File: src/rtl/core/object_record_loader_unit_macros.svh
// Assertion macros shared by the object record loader RTL.
`ifndef OBJECT_RECORD_LOADER_UNIT_MACROS_SVH
`define OBJECT_RECORD_LOADER_UNIT_MACROS_SVH

// Same-cycle implication, checked out of reset.
`define ORL_ASSERT_NOW(label, ante, cons) \
   label: assert property (@(posedge clock) disable iff (reset) (ante) |-> (cons)) \
      else $error("object record loader: assertion failed");

// Next-cycle implication, checked out of reset.
`define ORL_ASSERT_NEXT(label, ante, cons) \
   label: assert property (@(posedge clock) disable iff (reset) (ante) |=> (cons)) \
      else $error("object record loader: assertion failed");

`endif

File: src/rtl/core/orl_pkg.sv
// Shared types and constants of the object record loader.
package orl_pkg;

   localparam int CHAR_W = 8;
   localparam int ADDR_W = 24;
   localparam int DATA_W = 8;
   localparam int KIND_W = 2;

   localparam logic [KIND_W-1:0] KIND_WRITE = 2'd0;
   localparam logic [KIND_W-1:0] KIND_ENTRY = 2'd1;
   localparam logic [KIND_W-1:0] KIND_ERROR = 2'd2;

   typedef struct packed {
      logic              valid;
      logic [KIND_W-1:0] kind;
      logic [ADDR_W-1:0] address;
      logic [DATA_W-1:0] data;
   } orl_result_type;

endpackage

File: src/rtl/core/orl_ifs.sv
// Valid/ready channel interfaces for object characters and loader transactions.
interface orl_req_if import orl_pkg::*; ();
   logic              valid;
   logic              ready;
   logic [CHAR_W-1:0] text_char;

   modport source (output valid, output text_char, input ready);
   modport sink (input valid, input text_char, output ready);
endinterface

interface orl_rsp_if import orl_pkg::*; ();
   logic              valid;
   logic              ready;
   logic [KIND_W-1:0] kind;
   logic [ADDR_W-1:0] address;
   logic [DATA_W-1:0] data;

   modport source (output valid, output kind, output address, output data, input ready);
   modport sink (input valid, input kind, input address, input data, output ready);
endinterface

File: src/rtl/core/orl_parser.sv
// Record parser: per-character state update and result generation.
module orl_parser import orl_pkg::*; #(
   parameter int MAX_LINE = 128
) (
   input  logic              clock,
   input  logic              reset,
   input  logic              step,
   input  logic [CHAR_W-1:0] text_char,
   output orl_result_type    result
);

   localparam logic [2:0] REC_NONE = 3'd0;
   localparam logic [2:0] REC_H    = 3'd1;
   localparam logic [2:0] REC_T    = 3'd2;
   localparam logic [2:0] REC_E    = 3'd3;

   localparam logic [CHAR_W-1:0] CHAR_NL   = 8'h0A;
   localparam logic [CHAR_W-1:0] CHAR_H    = 8'h48;
   localparam logic [CHAR_W-1:0] CHAR_T    = 8'h54;
   localparam logic [CHAR_W-1:0] CHAR_E    = 8'h45;
   localparam logic [CHAR_W-1:0] CASE_BIT  = 8'h20;
   localparam logic [CHAR_W-1:0] CHAR_ZERO = 8'h30;
   localparam logic [CHAR_W-1:0] CHAR_NINE = 8'h39;
   localparam logic [CHAR_W-1:0] CHAR_A    = 8'h61;
   localparam logic [CHAR_W-1:0] CHAR_F    = 8'h66;

   localparam logic [7:0] LINE_LIMIT = 8'(MAX_LINE - 1);
   localparam logic [7:0] H_LEN      = 8'd19;
   localparam logic [7:0] E_LEN      = 8'd7;
   localparam logic [7:0] ADDR_END   = 8'd6;
   localparam logic [7:0] COUNT_END  = 8'd8;
   localparam logic [7:0] DATA_START = 8'd9;
   localparam logic [7:0] H_HEX_LO   = 8'd7;
   localparam logic [7:0] H_HEX_HI   = 8'd18;

   logic [2:0]        rec_kind_ff, rec_kind_in;
   logic [7:0]        column_ff, column_in;
   logic              header_ff, header_in;
   logic [ADDR_W-1:0] rec_addr_ff, rec_addr_in;
   logic [7:0]        count_ff, count_in;
   logic [3:0]        high_ff, high_in;
   logic [ADDR_W-1:0] entry_ff, entry_in;
   logic              stopped_ff, stopped_in;

   logic [CHAR_W-1:0] low_char;
   logic              hex_ok;
   logic [3:0]        hex_val;
   logic [9:0]        t_len;
   logic [7:0]        rel;

   always_comb begin
      low_char = text_char | CASE_BIT;
      hex_ok   = 1'b0;
      hex_val  = 4'd0;
      if (low_char >= CHAR_ZERO && low_char <= CHAR_NINE) begin
         hex_ok  = 1'b1;
         hex_val = 4'(low_char - CHAR_ZERO);
      end else if (low_char >= CHAR_A && low_char <= CHAR_F) begin
         hex_ok  = 1'b1;
         hex_val = 4'(low_char - CHAR_A + 8'd10);
      end
   end

   assign t_len = 10'(DATA_START) + {1'b0, count_ff, 1'b0};
   assign rel   = column_ff - DATA_START;

   always_comb begin
      rec_kind_in = rec_kind_ff;
      column_in   = column_ff;
      header_in   = header_ff;
      rec_addr_in = rec_addr_ff;
      count_in    = count_ff;
      high_in     = high_ff;
      entry_in    = entry_ff;
      stopped_in  = stopped_ff;
      result      = '0;
      if (!stopped_ff) begin
         if (text_char == CHAR_NL) begin
            column_in   = '0;
            rec_kind_in = REC_NONE;
            if (column_ff != '0) begin
               case (rec_kind_ff)
                  REC_H: begin
                     if (column_ff < H_LEN) begin
                        stopped_in   = 1'b1;
                        result.valid = 1'b1;
                        result.kind  = KIND_ERROR;
                     end else begin
                        header_in = 1'b1;
                     end
                  end
                  REC_T: begin
                     if ({2'b00, column_ff} < t_len) begin
                        stopped_in   = 1'b1;
                        result.valid = 1'b1;
                        result.kind  = KIND_ERROR;
                     end
                  end
                  REC_E: begin
                     result.valid = 1'b1;
                     if (column_ff < E_LEN) begin
                        stopped_in  = 1'b1;
                        result.kind = KIND_ERROR;
                     end else begin
                        result.kind    = KIND_ENTRY;
                        result.address = entry_ff;
                     end
                  end
                  default: ;
               endcase
            end
         end else if (column_ff >= LINE_LIMIT) begin
            stopped_in   = 1'b1;
            result.valid = 1'b1;
            result.kind  = KIND_ERROR;
         end else begin
            column_in = column_ff + 8'd1;
            if (column_ff == '0) begin
               if (text_char == CHAR_H)
                  rec_kind_in = REC_H;
               else if (text_char == CHAR_T && header_ff)
                  rec_kind_in = REC_T;
               else if (text_char == CHAR_E && header_ff)
                  rec_kind_in = REC_E;
               else
                  rec_kind_in = REC_NONE;
            end else begin
               case (rec_kind_ff)
                  REC_H: begin
                     if (column_ff >= H_HEX_LO && column_ff <= H_HEX_HI && !hex_ok) begin
                        stopped_in   = 1'b1;
                        result.valid = 1'b1;
                        result.kind  = KIND_ERROR;
                     end
                  end
                  REC_T: begin
                     if (column_ff <= COUNT_END || {2'b00, column_ff} < t_len) begin
                        if (!hex_ok) begin
                           stopped_in   = 1'b1;
                           result.valid = 1'b1;
                           result.kind  = KIND_ERROR;
                        end else if (column_ff <= ADDR_END) begin
                           rec_addr_in = {rec_addr_ff[ADDR_W-5:0], hex_val};
                        end else if (column_ff <= COUNT_END) begin
                           count_in = {count_ff[3:0], hex_val};
                        end else if (!rel[0]) begin
                           high_in = hex_val;
                        end else begin
                           result.valid   = 1'b1;
                           result.kind    = KIND_WRITE;
                           result.address = rec_addr_ff + ADDR_W'(rel[7:1]);
                           result.data    = {high_ff, hex_val};
                        end
                     end
                  end
                  REC_E: begin
                     if (column_ff <= ADDR_END) begin
                        if (!hex_ok) begin
                           stopped_in   = 1'b1;
                           result.valid = 1'b1;
                           result.kind  = KIND_ERROR;
                        end else begin
                           entry_in = {entry_ff[ADDR_W-5:0], hex_val};
                        end
                     end
                  end
                  default: ;
               endcase
            end
         end
      end
   end

   always_ff @(posedge clock) begin
      if (reset) begin
         rec_kind_ff <= REC_NONE;
         column_ff   <= '0;
         header_ff   <= 1'b0;
         rec_addr_ff <= '0;
         count_ff    <= '0;
         high_ff     <= '0;
         entry_ff    <= '0;
         stopped_ff  <= 1'b0;
      end else if (step) begin
         rec_kind_ff <= rec_kind_in;
         column_ff   <= column_in;
         header_ff   <= header_in;
         rec_addr_ff <= rec_addr_in;
         count_ff    <= count_in;
         high_ff     <= high_in;
         entry_ff    <= entry_in;
         stopped_ff  <= stopped_in;
      end
   end

`include "object_record_loader_unit_macros.svh"

   `ORL_ASSERT_NOW(a_stopped_quiet, stopped_ff, !result.valid)
   `ORL_ASSERT_NEXT(a_error_stops, step && result.valid && result.kind == KIND_ERROR, stopped_ff)
   `ORL_ASSERT_NOW(a_column_bound, 1'b1, column_ff <= LINE_LIMIT)

endmodule

File: src/rtl/core/object_record_loader_unit.sv
// Object record loader top level: input register, parser and result register.
// Takes one object-file character per transaction and emits memory byte writes,
// the entry point and a stop error as transactions on the result channel. A
// character is held in the input register, and the parser's result for it, if
// any, is registered in the result register; one character is taken every cycle
// while the result channel keeps up. A line longer than MAX_LINE-1 characters
// stops the loader; only reset restarts it.
module object_record_loader_unit import orl_pkg::*; #(
   parameter int MAX_LINE = 128
) (
   input  logic      clock,
   input  logic      reset,
   orl_req_if.sink   req_chan,
   orl_rsp_if.source rsp_chan
);

   logic              in_valid_ff, in_valid_in;
   logic [CHAR_W-1:0] in_char_ff;
   logic              out_valid_ff, out_valid_in;
   logic [KIND_W-1:0] out_kind_ff;
   logic [ADDR_W-1:0] out_addr_ff;
   logic [DATA_W-1:0] out_data_ff;
   logic              advance;
   logic              take;
   orl_result_type    result;

   assign advance        = in_valid_ff && (!out_valid_ff || rsp_chan.ready);
   assign req_chan.ready = !in_valid_ff || advance;
   assign take           = req_chan.valid && req_chan.ready;

   orl_parser #(
      .MAX_LINE(MAX_LINE)
   ) u_parser (
      .clock    (clock),
      .reset    (reset),
      .step     (advance),
      .text_char(in_char_ff),
      .result   (result)
   );

   always_comb begin
      in_valid_in = in_valid_ff;
      if (take)
         in_valid_in = 1'b1;
      else if (advance)
         in_valid_in = 1'b0;
      out_valid_in = out_valid_ff;
      if (advance)
         out_valid_in = result.valid;
      else if (rsp_chan.ready)
         out_valid_in = 1'b0;
   end

   always_ff @(posedge clock) begin
      if (reset) begin
         in_valid_ff  <= 1'b0;
         out_valid_ff <= 1'b0;
      end else begin
         in_valid_ff  <= in_valid_in;
         out_valid_ff <= out_valid_in;
      end
   end

   always_ff @(posedge clock) begin
      if (take)
         in_char_ff <= req_chan.text_char;
      if (advance && result.valid) begin
         out_kind_ff <= result.kind;
         out_addr_ff <= result.address;
         out_data_ff <= result.data;
      end
   end

   assign rsp_chan.valid   = out_valid_ff;
   assign rsp_chan.kind    = out_kind_ff;
   assign rsp_chan.address = out_addr_ff;
   assign rsp_chan.data    = out_data_ff;

endmodule
File: src/flat_wrapper.sv
// flat-port wrapper written by rule: the top's interface ports become plain ports
module object_record_loader_unit_flat import orl_pkg::*;
#(
   parameter int MAX_LINE = 128
)
  (clock, reset, req_chan_valid, req_chan_text_char, req_chan_ready, rsp_chan_valid, rsp_chan_kind, rsp_chan_address, rsp_chan_data, rsp_chan_ready);
  orl_req_if req_chan_i ();
  orl_rsp_if rsp_chan_i ();
  input  logic clock;
  input  logic reset;
  input wire logic [$bits(req_chan_i.valid)-1:0] req_chan_valid;
  input wire logic [$bits(req_chan_i.text_char)-1:0] req_chan_text_char;
  output wire logic [$bits(req_chan_i.ready)-1:0] req_chan_ready;
  output wire logic [$bits(rsp_chan_i.valid)-1:0] rsp_chan_valid;
  output wire logic [$bits(rsp_chan_i.kind)-1:0] rsp_chan_kind;
  output wire logic [$bits(rsp_chan_i.address)-1:0] rsp_chan_address;
  output wire logic [$bits(rsp_chan_i.data)-1:0] rsp_chan_data;
  input wire logic [$bits(rsp_chan_i.ready)-1:0] rsp_chan_ready;
  assign req_chan_i.valid = req_chan_valid;
  assign req_chan_i.text_char = req_chan_text_char;
  assign req_chan_ready = req_chan_i.ready;
  assign rsp_chan_valid = rsp_chan_i.valid;
  assign rsp_chan_kind = rsp_chan_i.kind;
  assign rsp_chan_address = rsp_chan_i.address;
  assign rsp_chan_data = rsp_chan_i.data;
  assign rsp_chan_i.ready = rsp_chan_ready;
  object_record_loader_unit #(.MAX_LINE(MAX_LINE)) u_core (.clock(clock), .reset(reset), .req_chan(req_chan_i), .rsp_chan(rsp_chan_i));
endmodule
File: config.mk
export PLATFORM = sky130hd
export DESIGN_NAME = object_record_loader_unit_flat
export DESIGN_NICKNAME = d
export VERILOG_FILES = /design/src/rtl/core/orl_pkg.sv /design/src/rtl/core/orl_ifs.sv /design/src/rtl/core/orl_parser.sv /design/src/rtl/core/object_record_loader_unit.sv /design/src/flat_wrapper.sv
export VERILOG_INCLUDE_DIRS = /design/src /design/src/rtl/core
export SDC_FILE = /design/constraint.sdc
export NUM_CORES = 1
export LEC_CHECK = 0
export BUFFER_PORTS_ARGS = -buffer_cell sky130_fd_sc_hd__clkbuf_2
export CORE_ASPECT_RATIO = 0.75
export CORE_MARGIN = 4
export CORE_UTILIZATION = 45
export CTS_CLUSTER_DIAMETER = 60
export DETAILED_ROUTE_END_ITERATION = 6
export GPL_TIMING_DRIVEN = 0
export PLACE_DENSITY_LB_ADDON = 0.3
export SKIP_CTS_REPAIR_TIMING = 1
export SLEW_MARGIN = 25
export SYNTH_ARGS = -nofsm -noshare
export SYNTH_HDL_FRONTEND = slang
export SYNTH_HIERARCHICAL = 1
export SYNTH_SLANG_ARGS = --single-unit
export TNS_END_PERCENT = 5
File: constraint.sdc
create_clock -name clock -period 4.9 [get_ports clock]
set_input_delay 0.49 -clock clock [delete_from_list [all_inputs] [get_ports clock]]
set_output_delay 0.49 -clock clock [all_outputs]
set_load 0.01 [all_outputs]
Yosys cells after proc, flatten, opt, wreduce, memory -nomap -nowiden
Index checks and enable logic that the tools add are counted.

storage, ports and cells
  bits in registers = 117
  bits of input ports = 12
  output and inout bits = 36
  logic and storage cells = 141

cells by class
  $add $sub $neg = 7
  $lt $le $gt $ge = 12
  equality and inequality tests = 8
  multiplexer cells = 61
  bitwise gates (word level) = 11
  reduce and logical (&&, ||, !) cells = 28

operators by type and width
  cell                  count
  $mux 35               13
  $mux 32               3
  $mux 27               2
  $mux 24               2
  $mux 3                10
  $add 24x7->24         1
  $eq 8x7->1 const B    3
  $mux 8                3
  $mux 1                18
  $pmux 3 s3            2
  $ge 8x7->1 const B    2
  $not 1->1             11
  $reduce_and 11->1     1
  $add 4x9->10 const A  1
  $lt 8x10->1           1
  $reduce_and 10->1     1
  $logic_and 1x1->1     9
  $reduce_and 9->1      1
  $add 8x1->8 const B   1
  $eq 8x4->1 const B    1
  $ge 8x3->1 const B    1
  $ge 8x6->1 const B    1
  $le 8x3->1 const B    1
  $le 8x4->1 const B    1
  other kinds (24)      37

Depth between registers and ports, before layout
Gate-level depths: netlist of run 1.

  depth in word-level cells = 22
  gate-level depth with buffers = 12
  gate-level depth less buffers = 12

By module
Netlist of run 1, hierarchy kept.

modules (own cells, without submodules)
  module                     times used  cells each  area each (um^2)  sequential area each (um^2)
  orl_parser                 1           555         4573.1            1441.4
  object_record_loader_unit  1           53          1363.8            1301.2

Worst setup path before layout of run 1
Ideal clock, no wire load.

  kind = reg2reg
  start = register u_core.u_parser.count_ff[2]
  end = register u_core.out_addr_ff[0], in the netlist u_core/rsp_chan.address[0] (enable)
  arrival = 3701 ps
  required time = 4471 ps
  setup slack = 770 ps
  cell stages (with the launch flop) = 12
  period minus slack after synthesis = 4130 ps
  path through = dfxtp_1 ha_1 nand3_1 xor2_1 ha_1 a21oi_1 a21boi_0 o21ai_0 a311o_1 a21oi_1 nand2_1 nor2b_1

RTL lines
  item                    RTL line                         text
  start, declared         orl_parser.sv:40                 logic [7:0] count_ff, count_in;
  start signal, assigned  orl_parser.sv:189                count_ff <= count_in;
  end signal, assigned    object_record_loader_unit.sv:69  out_addr_ff <= result.address;
  end, declared           object_record_loader_unit.sv:21  logic [ADDR_W-1:0] out_addr_ff;

==> results of run 1 <==
[registers in the layout (all words and copies together) (netlist names)]
name and cells:
u_core/u_parser/rec_addr_ff 24, u_core/u_parser/rec_kind_ff 2, u_core/rsp_chan.kind 2, u_core/u_parser/header_ff 1
u_core/rsp_chan.data 8, u_core/u_parser/column_ff 8, u_core/in_char_ff 8, u_core/u_parser/count_ff 8
u_core/u_parser/high_ff 4, u_core/rsp_chan.valid 1, u_core/u_parser/entry_ff 24, u_core/u_parser/stopped_ff 1
u_core/in_valid_ff 1, u_core/rsp_chan.address 24
[cell families after synthesis]
logic type | Yosys count | share of synthesized area, %
simple gates | 220 | 17.6
buf+inv | 45 | 3.79
compound gates | 115 | 13.1
fa+ha+maj | 27 | 5.82
mux | 47 | 7.95
xor+xnor | 38 | 5.61
flops | 116 | 46.2
[worst reg2reg max path: cells and delay by family (launching register included)]
kind / cells / cell delay, ns
AO/OA/AOI/OAI: 5 / 1.23
adder cells (fa/ha/maj): 2 / 0.56
AND/OR/NAND/NOR: 3 / 0.55
flip-flops: 1 / 0.47
buffers and inverters: 1 / 0.24
XOR/XNOR: 1 / 0.17
[worst max path at each step]
stage,startpoint,endpoint,depth (start not counted)
detailed placement,u_core/u_parser/count_ff[2]$_SDFFE_PP0P_,u_core/rsp_chan.address[4]$_DFFE_PP_,12
global placement,u_core/u_parser/count_ff[2]$_SDFFE_PP0P_,u_core/rsp_chan.address[4]$_DFFE_PP_,11
CTS,u_core/u_parser/count_ff[2]$_SDFFE_PP0P_,u_core/rsp_chan.address[6]$_DFFE_PP_,12
floorplan,u_core/u_parser/count_ff[2]$_SDFFE_PP0P_,u_core/rsp_chan.address[0]$_DFFE_PP_,11
finish,u_core/u_parser/count_ff[2]$_SDFFE_PP0P_,u_core/rsp_chan.address[6]$_DFFE_PP_,12
global route,u_core/u_parser/column_ff[0]$_SDFFE_PP0P_,u_core/rsp_chan.address[16]$_DFFE_PP_,12
[power by group through the flow]
stage | combinational [W] | sequential, W | clock, W
2_1_floorplan | 0.0000509 | 0.00102 | 0
3_3_place_gp | 0.0000753 | 0.00103 | 0
3_5_place_dp | 0.0000785 | 0.00103 | 0
4_1_cts | 0.0000792 | 0.00101 | 0.00127
5_1_grt | 0.0000880 | 0.00101 | 0.00133
6_report | 0.0000814 | 0.00101 | 0.00125
[metrics by stage]
stage	worst slack [ns]	hold WS, ns
after floorplan	0.770	0.437
after global placement	-0.382	0.455
after detailed placement	1.38	0.459
after CTS	1.38	0.231
after global routing	1.08	0.233
final	1.35	0.247
[cells in the final DEF, fill, tap and decap left out, types with 3 or more instances in the layout]
master | synthesis | final
and3_1 | 7 | 7
nand3_1 | 17 | 17
o21ai_0 | 37 | 37
dfxtp_1 | 74 | 74
clkbuf_2 | 0 | 47
nand2_1 | 57 | 57
a31oi_1 | 4 | 4
nor4_1 | 5 | 4
clkbuf_16 | 0 | 17
xnor2_1 | 10 | 10
a211oi_2 | 4 | 4
a211oi_1 | 9 | 9
buf_12 | 2 | 3
inv_1 | 20 | 20
a21o_1 | 5 | 5
mux2i_1 | 46 | 46
nand2b_1 | 5 | 5
nand4_1 | 6 | 6
and2_1 | 5 | 5
edfxtp_1 | 42 | 42
clkinvlp_4 | 0 | 3
or3_1 | 4 | 4
inv_6 | 0 | 5
clkbuf_1 | 16 | 16
nor3b_1 | 4 | 4
a21oi_1 | 27 | 27
buf_2 | 4 | 4
o21a_1 | 3 | 3
ha_1 | 26 | 26
a211o_1 | 4 | 4
nor2_1 | 85 | 85
nor3_1 | 7 | 7
nor2b_1 | 4 | 3
xor2_1 | 28 | 28
[synthesized netlist by cell type (9+ instances only)]
cell	number	area, µm²
mux2i_1	46	460
inv_1	20	75.1
a21oi_1	27	135
nand3_1	17	85.1
a211oi_1	9	67.6
edfxtp_1	42	1260
nor2_1	85	319
ha_1	26	325
clkbuf_1	16	60.1
xor2_1	28	245
nand2_1	57	214
xnor2_1	10	87.6
dfxtp_1	74	1480
o21ai_0	37	185
[final cells by class]
type                    instances  share of cell area (%)
clock inverters                15                    2.44
repair buffers                 48                    3.64
multi-input cells             447                    42.5
clock buffers                  17                    6.06
flip-flops and latches        116                    39.1
plain buffers                  25                    2.14
well taps                     171                    3.05
inverters                      20                    1.07
[routing by layer]
layer  share of wire [%]  global-route usage, %
met1                  49                   29.1
met2                  42                   29.5
met3                 6.9                   5.99
met4                 2.2                   7.26
met5                   0                      0
==> flow_summary.toml, run 1 <==
[synth]
synth_flop_cell = "dfxtp_1"
synth-async-reset-ratio_pct = 0
synthCells = 608
synth_edf_count = 42
yosys_warnings = 6
synth_fp_nets = 647
ys_seq_area_share_pct = 46.2
synth-seq-cells = 116
syn_area_um2 = 5940
synth_cell_types = 64
avgSynthCellArea_um2 = 9.76

[cells_and_area]
n_antenna_cell = 0
area_growth_pct = 18.2
postLayoutCoreUtil_pct = 54.1
multi_input_area_um2 = 2980
stdcell_count = 859
nNetsFinal = 714
seqCellArea_um2 = 2740
fillers = 1147
stdcell_area_um2 = 7020
drive_above_1_share_pct = 15.4

[power]
p_switching_w = 0.000550
p_sw_share_pct = 23.5
power.density_nw_per_um2 = 333
p_seq_share_pct = 43.0
p_leak_nw = 2.64
intPower_w = 0.00179
ir_drop_uv = 281
total_power_w = 0.00234
clkPwrFrac_pct = 53.5
p_comb_share_pct = 3.5

[placed_design]
dp_hpwl_um = 10800
portBuffers = 47
gp_congestion = 0.849
dp_cells = 827
dpl-instance-area_um2 = 6420

[cts]
clock_sinks = 116
clk_pin_slew_ns = 0.06
cts_tree = "done"
cts_root_buffer = "clkbuf_16"
numCtsBuffers = 17
htreeDepth = 4
clock_path_buffers = 2
insertion_delay_ns = 0.42

[die]
dieWidth_um = 141
top_level_ports = 48
fp.dieArea_um2 = 15100
initial_core_util_pct = 45.8
placement_rows = 36
core_um2 = 13000
die_y_um = 107

[hold_path]
min-delay-start = "req_chan_text_char[7]"
worstHoldEndpoint = "u_core/in_char_ff[7]$_DFFE_PP_"
worstHoldPathType = "in2reg"
hold_depth = 1

[sta]
period_share_pct = 72.5
hold_viol = 0
setup_viol = 0
worst_slew_pin_slew_ns = 0.972
layout_min_cycle_time_ns = 3.55
rsz0062_at_grt = "false"
fin_tns_setup_ns = 0
fin_skew_ns = 0.00929
max_freq_ghz = 0.282
relSlewSlack_pct = 34.7
slew_violations = 0

[routing]
via_count = 4782
viasPerCell = 5.57
drtIter0Drc = 366
routed_wl_um = 14700
drtAntennaViolNets = 0
first_pass_iters = 7
routedWlPerCell_um = 17.1
drc = 0

[setup_path]
crit_buf_inv = 1
cpPeakStageDelay_ns = 0.47
end_kind = "register"
reg2reg_from = "u_core/u_parser/count_ff[2]$_SDFFE_PP0P_"
cp_max_fo = 28
critical-path-top-delay-family = "compound AO/OA/AOI/OAI gates"
path_cells = "ha_1 > nand3_1 > xor2_1 > ha_1 > a21oi_1 > a21boi_0 > o21ai_0 > a311o_1 > a21oi_1 > nand2_1 > nor2b_4 > buf_12"
worstPathArrival_ns = 3.66
critical_path_required_ns = 5.01
cp_slowest_cell = "dfxtp_1"
reg2regPathDepth = 12
worst-r2r-setup-slack_ns = 1.35
path_class = "reg2reg"
r2r-end = "u_core/rsp_chan.address[6]$_DFFE_PP_"
start_kind = "register"

[global_route]
grt_util_all_layers_pct = 20.5
overflow = 0
antenna_found_initial = 0
grt_pass1_vias = 4689
grt_max_degree = 29
grt_pass1_wl_um = 24200

[job]
maxCapViolations = 0

[status]
status = "finished clean"
No activity file was read; power rests on OpenSTA's default activity.
==> run 2, diff against run 1 <==
Clock period 4.9 ns to 3.6 ns, I/O delays scaled along.
==> flow_summary.toml, run 2 (synthesis results as in run 1) <==
[cts]
clock_sinks = 116
htreeDepth = 4
clock_path_buffers = 2
numCtsBuffers = 17
insertion_delay_ns = 0.42
cts_root_buffer = "clkbuf_16"
clk_pin_slew_ns = 0.06
cts_tree = "done"

[global_route]
grt_pass1_vias = 4594
grt_pass1_wl_um = 23700
antenna_found_initial = 0
grt_util_all_layers_pct = 20.1
grt_max_degree = 29
overflow = 0

[die]
die_y_um = 107
initial_core_util_pct = 45.8
dieWidth_um = 141
fp.dieArea_um2 = 15100
placement_rows = 36
top_level_ports = 48
core_um2 = 13000

[placed_design]
dp_hpwl_um = 10500
dpl-instance-area_um2 = 6430
gp_congestion = 0.855
post-place-ws_ns = 0.151
portBuffers = 47

[routing]
first_pass_iters = 5
routed_wl_um = 14200
drtAntennaViolNets = 0
drc = 0
routedWlPerCell_um = 16.5
via_count = 4756
viasPerCell = 5.54
drtIter0Drc = 433

[sta]
whs_ns = 0.121
layout_setup_ws_ns = 0.268
fin_tns_setup_ns = 0
slew_violations = 0
period_share_pct = 92.6
fin_skew_ns = 0.00802
relSlewSlack_pct = 45.4
max_freq_ghz = 0.300
hold_viol = 0
layout_min_cycle_time_ns = 3.33
rsz0062_at_grt = "false"
worst_slew_pin_slew_ns = 0.812
setup_viol = 0

[cells_and_area]
n_antenna_cell = 0
layout_common_cells = "85 x nor2_1, 73 x dfxtp_1, 57 x nand2_1, 47 x clkbuf_2, 46 x mux2i_1"
layout_commonest_cell = "nor2_1"
nNetsFinal = 714
area_growth_pct = 18.2
drive_above_1_share_pct = 15.8
multi_input_area_um2 = 2990
stdcell_area_um2 = 7020
fillers = 1175
seqCellArea_um2 = 2740

[hold_path]
worstHoldPathType = "in2reg"
hold_depth = 1
min-delay-start = "req_chan_text_char[3]"
worstHoldEndpoint = "u_core/in_char_ff[3]$_DFFE_PP_"

[power]
total_power_w = 0.00312
power.density_nw_per_um2 = 445
ir_drop_uv = 397
p_leak_nw = 2.64

[job]
maxCapViolations = 0

[status]
status = "finished clean"

[setup_path]
critical_path_required_ns = 3.71
start_kind = "register"
reg2reg_from = "u_core/u_parser/count_ff[3]$_SDFFE_PP0P_"
end_kind = "register"
worstPathArrival_ns = 3.45
cp_max_fo = 28
reg2regPathDepth = 12
path_class = "reg2reg"
r2r-end = "u_core/rsp_chan.address[7]$_DFFE_PP_"
worst-r2r-setup-slack_ns = 0.27
==> run 2: cell types whose count changed in the layout (fill, tap and decap cells not counted), sizes merged <==
| cell | delta |
|---|---|
| clkinv | +4 |
| inv | -4 |
==> run 2: per-layer routing <==
metal | part of all wire (%) | track usage [%] | up-vias | wire [µm]
li1 | - | - | 2294 | -
met1 | 50 | 29.5 | 2260 | 7020
met2 | 42 | 28.6 | 178 | 5910
met3 | 7.5 | 6.08 | 24 | 1060
met4 | 1.3 | 5.33 | 0 | 182
met5 | 0 | 0 | - | 0
==> run 2: cell type report <==
type,count,share of cell area (%)
multi-input cells,447,42.6
repair buffers,48,3.74
clock buffers,17,6.06
inverters,20,1.07
clock inverters,15,2.21
flip-flops and latches,116,39.1
plain buffers,25,2.14
well taps,171,3.05
==> run 2: stage by stage <==
step | utilization, % | instances
2_1_floorplan | - | 608
3_5_place_dp | 49.5 | 827
6_report | 54.1 | 859
5_1_grt | 54.1 | 859
4_1_cts | 54.0 | 859
3_3_place_gp | 49.2 | 826
==> run 2: power breakdown <==
part	switching [W]	leakage (nW)	internal (W)	total (W)
Clock	0.000622	0.280	0.00102	0.00164
Combinational	0.0000735	1.45	0.0000349	0.000108
Sequential	0.0000100	0.914	0.00136	0.00137
==> run 2: worst max-delay path: stages (launching register included) <==
cell	delay, ns
dfxtp_1	0.43
ha_1	0.25
nand3_1	0.12
xor2_1	0.18
ha_1	0.30
a21oi_1	0.17
a21boi_1	0.24
o21ai_1	0.16
a311o_1	0.38
a21oi_1	0.13
nand2_1	0.12
nor2b_4	0.30
buf_16	0.22
==> run 2: worst max path at each step <==
stage                                                  start  slack (ns)                               endpoint
global route        u_core/u_parser/count_ff[3]$_SDFFE_PP0P_        0.04   u_core/rsp_chan.address[8]$_DFFE_PP_
finish              u_core/u_parser/count_ff[3]$_SDFFE_PP0P_        0.27   u_core/rsp_chan.address[7]$_DFFE_PP_
global placement    u_core/u_parser/count_ff[2]$_SDFFE_PP0P_       -0.72  u_core/rsp_chan.address[11]$_DFFE_PP_
CTS                 u_core/u_parser/count_ff[2]$_SDFFE_PP0P_        0.09   u_core/rsp_chan.address[3]$_DFFE_PP_
detailed placement  u_core/u_parser/count_ff[2]$_SDFFE_PP0P_        0.15   u_core/rsp_chan.address[5]$_DFFE_PP_
floorplan           u_core/u_parser/count_ff[2]$_SDFFE_PP0P_        0.11   u_core/rsp_chan.address[0]$_DFFE_PP_
==> run 3, diff against run 2 <==
Settings changed: CELL_PAD_IN_SITES_DETAIL_PLACEMENT set to 2, CELL_PAD_IN_SITES_GLOBAL_PLACEMENT set to 2, CORE_MARGIN 4 to 3, CORE_UTILIZATION 45 to 39.
==> flow_summary.toml, run 3 (synthesis results as in run 1) <==
[power]
p_leak_nw = 2.65
power.density_nw_per_um2 = 437
ir_drop_uv = 298

[placed_design]
dp_hpwl_um = 14400
post-place-ws_ns = -0.256
portBuffers = 47
dp_cells = 856
dpl-instance-area_um2 = 6460
gp_congestion = 0.835

[die]
initial_core_util_pct = 40.4
placement_rows = 38
die_y_um = 113
core_um2 = 14700
fp.dieArea_um2 = 16800
top_level_ports = 48
dieWidth_um = 148

[cells_and_area]
fillers = 1528
area_growth_pct = 19.0
layout_common_cells = "84 x nor2_1, 73 x dfxtp_1, 57 x nand2_1, 48 x clkbuf_2, 46 x mux2i_1"
stdcell_area_um2 = 7060
n_antenna_cell = 0
drive_above_1_share_pct = 15.7
stdcell_count = 890
nNetsFinal = 716
layout_commonest_cell = "nor2_1"

[sta]
worst_slew_pin_slew_ns = 0.822
fin_skew_ns = 0.0115
hold_viol = 0
layout_setup_ws_ns = 0.162
relSlewSlack_pct = 44.4
layout_min_cycle_time_ns = 3.44
period_share_pct = 95.5
max_freq_ghz = 0.291
slew_violations = 0
setup_viol = 0
fin_tns_setup_ns = 0

[setup_path]
end_kind = "register"
worstPathArrival_ns = 3.65
path_class = "reg2reg"
critical_path_required_ns = 3.82
cp_max_fo = 10
reg2regPathDepth = 8
start_kind = "register"

[status]
status = "finished clean"

[job]
maxCapViolations = 0

[hold_path]
hold_depth = 1
worstHoldPathType = "in2reg"

[routing]
routedWlPerCell_um = 24.0
drtIter0Drc = 335
via_count = 4972
viasPerCell = 5.59
drc = 0
drtAntennaViolNets = 0
routed_wl_um = 21400
first_pass_iters = 4

[cts]
htreeDepth = 4
insertion_delay_ns = 0.43
clk_pin_slew_ns = 0.05
cts_tree = "done"
clock_path_buffers = 2
clock_sinks = 116
cts_root_buffer = "clkbuf_16"
numCtsBuffers = 17

[global_route]
grt_pass1_vias = 5587
grt_pass1_wl_um = 33400
overflow = 0
grt_util_all_layers_pct = 26.4
antenna_found_initial = 0
grt_max_degree = 29
## run 3: cell count changes in the layout (fill, tap and decap cells not counted), moves of 2 or more
cell	delta
clkbuf_1	+7
buf_4	+2
inv_6	-3
clkinvlp_4	-3
clkinv_4	-3
## run 3: cell type report
type / instances / area [µm²] / share of cell area, %
multi-input cells: 447 / 3030 / 42.9
clock inverters: 5 / 51.3 / 0.726
repair buffers: 50 / 270 / 3.83
well taps: 200 / 250 / 3.54
inverters: 20 / 75.1 / 1.06
clock buffers: 27 / 494 / 7.00
plain buffers: 25 / 151 / 2.14
flip-flops and latches: 116 / 2740 / 38.8
## run 3: power by group
group          internal, W  switching (W)  total (W)
Combinational    0.0000347      0.0000837   0.000118
Clock              0.00100       0.000594    0.00160
Sequential         0.00136      0.0000119    0.00137
Total              0.00240       0.000690    0.00309
## run 3: per-layer routing
layer	up-vias	track usage, %	wire length [µm]
met5	-	0	0
met4	0	10.8	519
met3	36	5.36	728
met2	106	42.0	10000
met1	2527	35.2	10100
li1	2303	-	-
## run 3: stage by stage
step	util [%]	total power (W)	hold slack, ns
6_report	48.1	0.00309	0.111
5_1_grt	48.1	0.00319	0.0913
4_1_cts	47.7	0.00312	0.0847
3_5_place_dp	43.9	0.00151	0.468
3_3_place_gp	43.7	0.00150	0.457
2_1_floorplan	-	0.00146	0.429
## run 3: final timing paths
kind	from	endpoint	slack, ns
worst min-delay path	req_chan_text_char[1]	u_core/in_char_ff[1]$_DFFE_PP_	0.11
worst min register to register	u_core/u_parser/high_ff[2]$_SDFFE_PP0P_	u_core/u_parser/high_ff[2]$_SDFFE_PP0P_	0.50
worst max register to register	u_core/in_char_ff[2]$_DFFE_PP_	u_core/rsp_chan.address[15]$_DFFE_PP_	0.16
worst max-delay path	u_core/in_char_ff[2]$_DFFE_PP_	u_core/rsp_chan.address[15]$_DFFE_PP_	0.16
## run 3: critical path, cell delays in order (launching register included)
cell	delay, ns
edfxtp_1	0.36
clkbuf_1	0.23
nor4b_1	0.78
and3_1	0.42
o21ai_0	0.27
nor4_4	0.61
buf_2	0.34
nand2_1	0.08
o21ai_0	0.14
